$ cat src/vgu_pkg.sv
package vgu_pkg;

   localparam int COMP_WIDTH = 16;
   localparam int FRAC_BITS  = 12;
   localparam int TOL_WIDTH  = 15;
   localparam logic [TOL_WIDTH-1:0] TOL_RESET = TOL_WIDTH'(4);

   localparam logic [1:0] FUNC_NORMALIZE = 2'd0;
   localparam logic [1:0] FUNC_REFLECT   = 2'd1;
   localparam logic [1:0] FUNC_CROSS     = 2'd2;
   localparam logic [1:0] FUNC_EQUALS    = 2'd3;

   localparam int PROD_WIDTH  = 2 * COMP_WIDTH;
   // reflected vector magnitude stays below 2^(MAG_WIDTH-1)
   localparam int MAG_WIDTH   = 2 * COMP_WIDTH - FRAC_BITS + 1;
   localparam int VEC_WIDTH   = MAG_WIDTH + 1;
   // the largest normalized magnitude sits in [2^(NORM_WIDTH-1), 2^NORM_WIDTH)
   localparam int NORM_WIDTH  = 30;
   localparam int SHIFT_WIDTH = 5;
   localparam int SQ_WIDTH    = 2 * MAG_WIDTH;
   localparam int SUM_WIDTH   = SQ_WIDTH + 2;
   localparam int RAD_WIDTH   = 2 * NORM_WIDTH + 2;
   localparam int ROOT_WIDTH  = NORM_WIDTH + 1;
   localparam int QUO_WIDTH   = FRAC_BITS + 1;
   localparam int NUM_WIDTH   = NORM_WIDTH + FRAC_BITS + 1;
   localparam int CLAMP_WIDTH = 40;

   localparam logic signed [CLAMP_WIDTH-1:0] CLAMP_MAX =
      CLAMP_WIDTH'((64'sd1 <<< (COMP_WIDTH - 1)) - 64'sd1);
   localparam logic signed [CLAMP_WIDTH-1:0] CLAMP_MIN = -CLAMP_MAX - 1;

   typedef logic signed [COMP_WIDTH-1:0] comp_type;
   typedef logic signed [VEC_WIDTH-1:0]  vcomp_type;

   typedef struct packed {
      logic [1:0] func;
      comp_type   a_x;
      comp_type   a_y;
      comp_type   a_z;
      comp_type   b_x;
      comp_type   b_y;
      comp_type   b_z;
   } req_type;

   typedef struct packed {
      comp_type res_x;
      comp_type res_y;
      comp_type res_z;
      logic     is_equal;
      logic     zero_length;
      logic     saturated;
   } rsp_type;

   // results of the short paths, carried alongside the normalize path
   typedef struct packed {
      logic [1:0] func;
      comp_type   res_x;
      comp_type   res_y;
      comp_type   res_z;
      logic       is_equal;
      logic       saturated;
   } tag_type;

   typedef struct packed {
      vcomp_type x;
      vcomp_type y;
      vcomp_type z;
   } vec_type;

   typedef struct packed {
      logic [2:0]                 neg;
      logic                       zero;
      logic [2:0][NORM_WIDTH-1:0] w;
   } norm_type;

   typedef struct packed {
      logic [2:0] neg;
      logic       zero;
   } sign_type;

   typedef struct packed {
      logic     sat;
      comp_type val;
   } clamp_type;

   function automatic clamp_type clamp_comp(input logic signed [CLAMP_WIDTH-1:0] x);
      clamp_type r;
      if (x > CLAMP_MAX) begin
         r.sat = 1'b1;
         r.val = comp_type'(CLAMP_MAX);
      end else if (x < CLAMP_MIN) begin
         r.sat = 1'b1;
         r.val = comp_type'(CLAMP_MIN);
      end else begin
         r.sat = 1'b0;
         r.val = comp_type'(x);
      end
      return r;
   endfunction

endpackage

$ cat src/vgu_prep.sv
// Magnitudes, power-of-two scaling, sum of squares. Four stages.
module vgu_prep import vgu_pkg::*; (
   input  logic                 clock,
   input  logic                 reset,
   input  logic                 en,
   input  logic                 in_valid,
   input  tag_type              in_tag,
   input  vec_type              in_vec,
   output logic                 out_valid,
   output tag_type              out_tag,
   output norm_type             out_norm,
   output logic [RAD_WIDTH-1:0] out_rad
);

   vcomp_type                v [3];
   vcomp_type                vneg [3];
   logic [MAG_WIDTH-1:0]     mag_in [3];
   logic [MAG_WIDTH-1:0]     mmax;
   logic [2:0]               neg_in;
   logic [SHIFT_WIDTH-1:0]   k_in;

   logic [MAG_WIDTH-1:0]     mag1_ff [3];
   logic [2:0]               neg1_ff;
   logic                     zero1_ff;
   logic [SHIFT_WIDTH-1:0]   k1_ff;
   tag_type                  tag1_ff;
   logic                     valid1_ff;

   logic [SQ_WIDTH-1:0]      sq_in [3];
   logic [SQ_WIDTH-1:0]      sq2_ff [3];
   logic [2:0][NORM_WIDTH-1:0] w_in;
   logic [2:0][NORM_WIDTH-1:0] w2_ff;
   logic [2:0]               neg2_ff;
   logic                     zero2_ff;
   logic [SHIFT_WIDTH-1:0]   k2_ff;
   tag_type                  tag2_ff;
   logic                     valid2_ff;

   logic [SUM_WIDTH-1:0]     sum3_ff;
   logic [2:0][NORM_WIDTH-1:0] w3_ff;
   logic [2:0]               neg3_ff;
   logic                     zero3_ff;
   logic [SHIFT_WIDTH-1:0]   k3_ff;
   tag_type                  tag3_ff;
   logic                     valid3_ff;

   logic [RAD_WIDTH-1:0]     rad4_ff;
   norm_type                 norm4_ff;
   tag_type                  tag4_ff;
   logic                     valid4_ff;

   // shift count puts the largest magnitude in [2^(NORM_WIDTH-1), 2^NORM_WIDTH)
   always_comb begin
      v[0] = in_vec.x;
      v[1] = in_vec.y;
      v[2] = in_vec.z;
      mmax = '0;
      for (int i = 0; i < 3; i++) begin
         neg_in[i] = v[i][VEC_WIDTH-1];
         vneg[i]   = -v[i];
         mag_in[i] = neg_in[i] ? MAG_WIDTH'(vneg[i]) : MAG_WIDTH'(v[i]);
         if (mag_in[i] > mmax) begin
            mmax = mag_in[i];
         end
      end
      k_in = '0;
      for (int b = 0; b < MAG_WIDTH; b++) begin
         if (mmax[b]) begin
            k_in = SHIFT_WIDTH'(NORM_WIDTH - 1 - b);
         end
      end
   end

   always_ff @(posedge clock) begin
      if (reset) begin
         valid1_ff <= 1'b0;
         valid2_ff <= 1'b0;
         valid3_ff <= 1'b0;
         valid4_ff <= 1'b0;
      end else if (en) begin
         valid1_ff <= in_valid;
         valid2_ff <= valid1_ff;
         valid3_ff <= valid2_ff;
         valid4_ff <= valid3_ff;
      end
   end

   always_ff @(posedge clock) begin
      if (en) begin
         mag1_ff  <= mag_in;
         neg1_ff  <= neg_in;
         zero1_ff <= (mmax == '0);
         k1_ff    <= k_in;
         tag1_ff  <= in_tag;
      end
   end

   always_comb begin
      for (int i = 0; i < 3; i++) begin
         sq_in[i] = SQ_WIDTH'(mag1_ff[i]) * SQ_WIDTH'(mag1_ff[i]);
         w_in[i]  = NORM_WIDTH'(mag1_ff[i]) << k1_ff;
      end
   end

   always_ff @(posedge clock) begin
      if (en) begin
         sq2_ff   <= sq_in;
         w2_ff    <= w_in;
         neg2_ff  <= neg1_ff;
         zero2_ff <= zero1_ff;
         k2_ff    <= k1_ff;
         tag2_ff  <= tag1_ff;
      end
   end

   always_ff @(posedge clock) begin
      if (en) begin
         sum3_ff  <= SUM_WIDTH'(sq2_ff[0]) + SUM_WIDTH'(sq2_ff[1]) + SUM_WIDTH'(sq2_ff[2]);
         w3_ff    <= w2_ff;
         neg3_ff  <= neg2_ff;
         zero3_ff <= zero2_ff;
         k3_ff    <= k2_ff;
         tag3_ff  <= tag2_ff;
      end
   end

   // squares of the scaled vector: sum scaled by 4^k
   always_ff @(posedge clock) begin
      if (en) begin
         rad4_ff       <= RAD_WIDTH'(sum3_ff) << {k3_ff, 1'b0};
         norm4_ff.neg  <= neg3_ff;
         norm4_ff.zero <= zero3_ff;
         norm4_ff.w    <= w3_ff;
         tag4_ff       <= tag3_ff;
      end
   end

   assign out_valid = valid4_ff;
   assign out_tag   = tag4_ff;
   assign out_norm  = norm4_ff;
   assign out_rad   = rad4_ff;

endmodule

$ cat config.mk
export PLATFORM = sky130hd
export DESIGN_NAME = vgu_prep
export DESIGN_NICKNAME = d
export VERILOG_FILES = /design/src/vgu_pkg.sv /design/src/vgu_prep.sv
export SDC_FILE = /design/constraint.sdc
export NUM_CORES = 2
export LEC_CHECK = 0
export BUFFER_PORTS_ARGS = -buffer_cell sky130_fd_sc_hd__buf_2
export CORE_AREA = 2 2 527 372
export DETAILED_ROUTE_END_ITERATION = 7
export DIE_AREA = 0 0 529 374
export GPL_ROUTABILITY_DRIVEN = 0
export PLACE_DENSITY = 0.53
export SKIP_CTS_REPAIR_TIMING = 1
export SLEW_MARGIN = 20
export SYNTH_ARGS = -nofsm -noshare
export SYNTH_HDL_FRONTEND = slang
export SYNTH_SLANG_ARGS = --single-unit
$ cat constraint.sdc
create_clock -name clock -period 9.2 [get_ports clock]
set_clock_uncertainty 0.15 [all_clocks]
set_input_delay 1.84 -clock clock [delete_from_list [all_inputs] [get_ports clock]]
set_output_delay 1.84 -clock clock [all_outputs]
set_load 0.005 [all_outputs]
After elaboration in Yosys (flattened, before gate mapping)

Cells that the tools add are included.

Output and inout bits: 209
Bits in registers: 808
Input bits: 122

Order comparisons: 3
Muxes and demuxes: 26
$mul: 3
Shift-type cells: 4
Reductions and logical operators: 3
Add/sub/neg operators: 5

Operators with widths:

| cell                                                 | count |
|---|---|
| multiplier 21 x 21 -> 42 bit                         | 3 |
| 2-to-1 mux 21 bit                                    | 6 |
| left shift 21 x 5 -> 30 bit                          | 3 |
| 2-to-1 mux 5 bit                                     | 14 |
| negation 21 bit                                      | 3 |
| left shift 44 x 6 -> 62 bit                          | 1 |
| adder 43 x 42 -> 44 bit                              | 1 |
| adder 42 x 42 -> 43 bit                              | 1 |
| > comparator 21 bit                                  | 2 |
| > comparator 21 x 1 -> 1 bit (second input constant) | 1 |
| logical NOT 21 bit                                   | 1 |
| 2-to-1 mux 3 bit                                     | 4 |
| OR reduction 7 bit                                   | 1 |
| 2-to-1 mux 2 bit                                     | 2 |
| OR reduction 3 bit                                   | 1 |

Depth between registers and ports, before layout

Depth after elaboration: 28
Gate-level depth with buffers: 31
Mapped depth without buffers: 29

Worst setup path after synthesis

No wires, ideal clock.

Path type: input -> register
From: in in_vec[51] in the netlist's numbering
To: reg k1_ff[4] (data pin)
Arrival time: 8.607 ns
Setup time: 0.254 ns
Stages: 30
Path buffers: 5
Required time: 8.796 ns
Slack: 0.189 ns
Path through: buf_6 or4_4 buf_6 or4_4 or3_4 mux2_2 a32oi_1 or2_2 nand2_1 ha_1 nand3b_1 a21oi_1 o2111ai_1 nand3_1 o21ai_0 clkbuf_1 buf_1 mux2i_1 inv_1 ha_1 nand4_1 nor3_1 nand4_1 o31ai_1 clkbuf_1 nand3_1 o31ai_1 nand4_1 or3_1 nor2b_1

Word-level cells in the longest chain between the ends: 22
Elaborated cells between the ends (all ways): 23

RTL lines:

| element                         | line           | source |
|---|---|---|
| start: declaration              | vgu_prep.sv:8  | `input vec_type in_vec,` |
| negation 21 bit                 | vgu_prep.sv:60 | `vneg[i] = -v[i];` |
| 2-to-1 mux 21 bit *             | vgu_prep.sv:61 | `mag_in[i] = neg_in[i] ? MAG_WIDTH'(vneg[i]) : MAG_WIDTH'(v[i]);` |
| > comparator 21 x 1 -> 1 bit    | vgu_prep.sv:62 | `if (mag_in[i] > mmax) begin` |
| 2-to-1 mux 21 bit *             | vgu_prep.sv:62 |  |
| > comparator 21 bit             | vgu_prep.sv:62 |  |
| 2-to-1 mux 21 bit *             | vgu_prep.sv:62 |  |
| > comparator 21 bit             | vgu_prep.sv:62 |  |
| 2-to-1 mux 21 bit *             | vgu_prep.sv:62 |  |
| 2-to-1 mux 5 bit (14 in series) | vgu_prep.sv:68 | `if (mmax[b]) begin` |
| end signal: assignment          | vgu_prep.sv:93 | `k1_ff <= k_in;` |
| end: declaration                | vgu_prep.sv:25 | `logic [SHIFT_WIDTH-1:0] k1_ff;` |

Every way passes the cells marked *; elsewhere a longest branch is shown, timed or not.
A chain may end at the register's enable or synchronous reset.

==> impl_metrics.tcl <==
set metrics [dict create \
    run_status "finished clean" \
    start_util_pct 37.8 \
    required_ps 9510 \
    vias 49352 \
    fp.dieW_um 529 \
    die_height_um 374 \
    hold_start "tag1_ff[9]$_DFFE_PP_" \
    cts_tree "done" \
    fmax_ghz 0.113 \
    track_usage_pct 21.9 \
    finalInstanceArea_sq_um 81800 \
    syn_avg_cell_area_sq_um 11.1 \
    slew-limit-headroom_pct 7.92 \
    path_class "in -> reg" \
    syn2layout_area_growth_pct 12.4 \
    finalSetupViolations 0 \
    path_clk_slew_ps 70 \
    drtPass1Iterations 6 \
    grt_pass1_vias 49431 \
    crit_start "in_vec[29]" \
    synthCells 6555 \
    routed_via_density 5.12 \
    fin_hold_ws_ps 254 \
    fin_cells 9640 \
    drc 0 \
    drt_iter0_drc 4837 \
    r2r-start "mag1_ff[28]$_DFFE_PP_" \
    cts_max_path_buffers 3 \
    dpl_cell_area_sq_um 79100 \
    tightestPinTransition_ps 1370 \
    yosysTopAreaCell "edfxtp_1" \
    routedLengthMet1_um 105000 \
    cp-endpoint "k1_ff[4]$_SDFFCE_PP0P_" \
    worst_setup_path_end_kind "flip-flop" \
    worst_ep_arrival_time_ps 9170 \
    clock_latency_ps 730 \
    wl_met3_um 17200 \
    crit_path_max_fanout 13 \
    io_buffers 330 \
    maxSlewViolCount 0 \
    syn_area_sq_um 72800 \
    nets 8671 \
    io_pins 331 \
    rr_worst_depth 24 \
    cts.sinks 805 \
    grt_max_degree 196 \
    yosys-top-cells-area "edfxtp_1, fa_1, ha_1" \
    hold_path.class "reg -> reg" \
    async_flop_share_pct 0 \
    finalCritPeriodShare_pct 96.3 \
    yosysUniqueCellTypes 79 \
    wirelength_um 215000 \
    finalHoldViolCount 0 \
    timing.rr.end "sq2_ff[81]$_DFFE_PP_" \
    htreeDepth 3 \
    hpwl_um 175000 \
    synth.yosys.seq_area_share_pct 33.2 \
    cts_root_buf "clkbuf_16" \
    maxUsedRoutingLayer "met5" \
    die_area_sq_um 198000 \
    final_layout_size_suffix_gt1_share_pct 12.5 \
    ys_seq_elements 805 \
    crit_path_start_kind "input port" \
    synth_warnings 0 \
    cap_violations 0 \
    ys.flop_type "edfxtp_1" \
    synth_enable_flop_cells 801 \
    min_period_ps 8860 \
    core_area_sq_um 193000 \
    antenna_found_initial 28 \
    dp.cells 9485 \
    numCtsBuffers 80 \
    grt_setup_unrepaired "false" \
    avgRoutedWirePerCell_um 22.4 \
    row_count 135 \
    syn-num-nets 8193 \
    wl_met2_um 88400 \
    ant_nets 0 \
    yosysTopAreaCellShare_pct 33.1 \
    ff2ff_setup_slack_ps 750 \
    grt-ovfl-total 0 \
    grt_pass1_wl_um 323000 \
]
## registers in the layout (all words and copies together) (netlist names), 62 cells and up
signal / count
out_rad: 62
w3_ff: 90
w2_ff: 90
mag1_ff: 63
out_norm: 94
sq2_ff: 123
## worst min path at each step
stage,to,slack [ps],cells past startpoint
floorplan,k3_ff[0]$_DFFE_PP_,250,0
global placement,tag3_ff[17]$_DFFE_PP_,250,0
detailed placement,k3_ff[3]$_DFFE_PP_,250,0
CTS,tag3_ff[24]$_DFFE_PP_,240,0
global route,tag2_ff[26]$_DFFE_PP_,260,0
finish,tag2_ff[9]$_DFFE_PP_,250,0
## cells in the final DEF (no fill, tap or decap), types with 44 or more instances in the layout
cell type,instances
nand2b_1,44
xor2_1,70
clkbuf_16,81
inv_1,1266
nand2_1,558
nand3_1,51
o21ai_0,192
fa_1,969
mux2i_1,124
buf_2,329
buf_4,310
edfxtp_1,801
xnor2_1,161
and2_1,282
a21oi_1,244
nor2_1,271
nor2b_1,50
a21o_1,64
ha_1,547
nor3_1,50
## cell usage after synthesis, types with 8 or more instances
library cell	n
xor2_1	70
inv_1	1266
nand2b_1	44
nand4_1	31
xnor2_1	161
a311oi_1	8
buf_1	28
a21oi_1	244
a31oi_1	19
o21ai_0	195
nand3_1	51
o31ai_1	24
edfxtp_1	801
o211ai_1	12
clkbuf_1	216
nor2_1	271
and3_1	16
a211oi_1	43
o41ai_1	20
nor2b_1	50
mux2i_1	124
o211a_1	14
nor3_1	50
a21o_1	64
ha_1	547
a221oi_1	17
o21a_1	36
and2_1	282
o22ai_1	38
or3_1	18
clkinv_1	8
or2_2	29
or4_1	13
mux4_2	30
o21bai_1	17
nor4_1	16
fa_1	969
mux2_2	43
nand2_1	558
## critical path, stage by stage
cell and delay, ps:
buf_2 130, or4_1 610, or3_1 420, or3_1 410, o41ai_1 370, xor2_1 240
inv_1 100, ha_1 320, nand4_1 110, nor4_1 430, nand3_1 150, o21ai_2 480
mux2i_1 410, inv_1 120, ha_1 350, nand4_1 110, nor3_1 300, nand4_1 200
o31ai_2 880, nand2_1 180, o22ai_1 350, nand4_1 170, or3_1 350, nor2b_1 140
## layout make-up
| type | count | area, sq um |
|---|---|---|
| Clock inverter | 44 | 531 |
| Tap cell | 2534 | 3170 |
| Inverter | 1274 | 4780 |
| Fill cell | 18242 | 111000 |
| Sequential cell | 805 | 24100 |
| Timing Repair Buffer | 646 | 4110 |
| Clock buffer | 100 | 2140 |
| Antenna cell | 11 | 27.5 |
| Multi-Input combinational cell | 4226 | 42900 |
## cells by family after synthesis
kind of cell	synth area share, %
mux	3.33
fa+ha+maj	36.1
buf+inv	7.90
compound gates	7.22
xor+xnor	2.78
simple gates	9.55
flops	33.2
## routing by layer
metal,up-vias,GRT usage [%]
met5,-,0
met4,8,5.01
met3,243,4.12
met2,1791,30.5
met1,24902,34.6
li1,22408,-
## stage by stage
stage	utilization (%)	setup slack (ps)	setup TNS [ps]
after floorplan	-	189	0
after global placement	41.1	-201	-339
after detailed placement	41.1	-190	-626
after CTS	42.5	583	0
after global routing	42.5	13.5	0
final	42.5	344	0
Power is not shown: default switching activity piles up to over one toggle a cycle in this logic, so the estimate is an artifact.
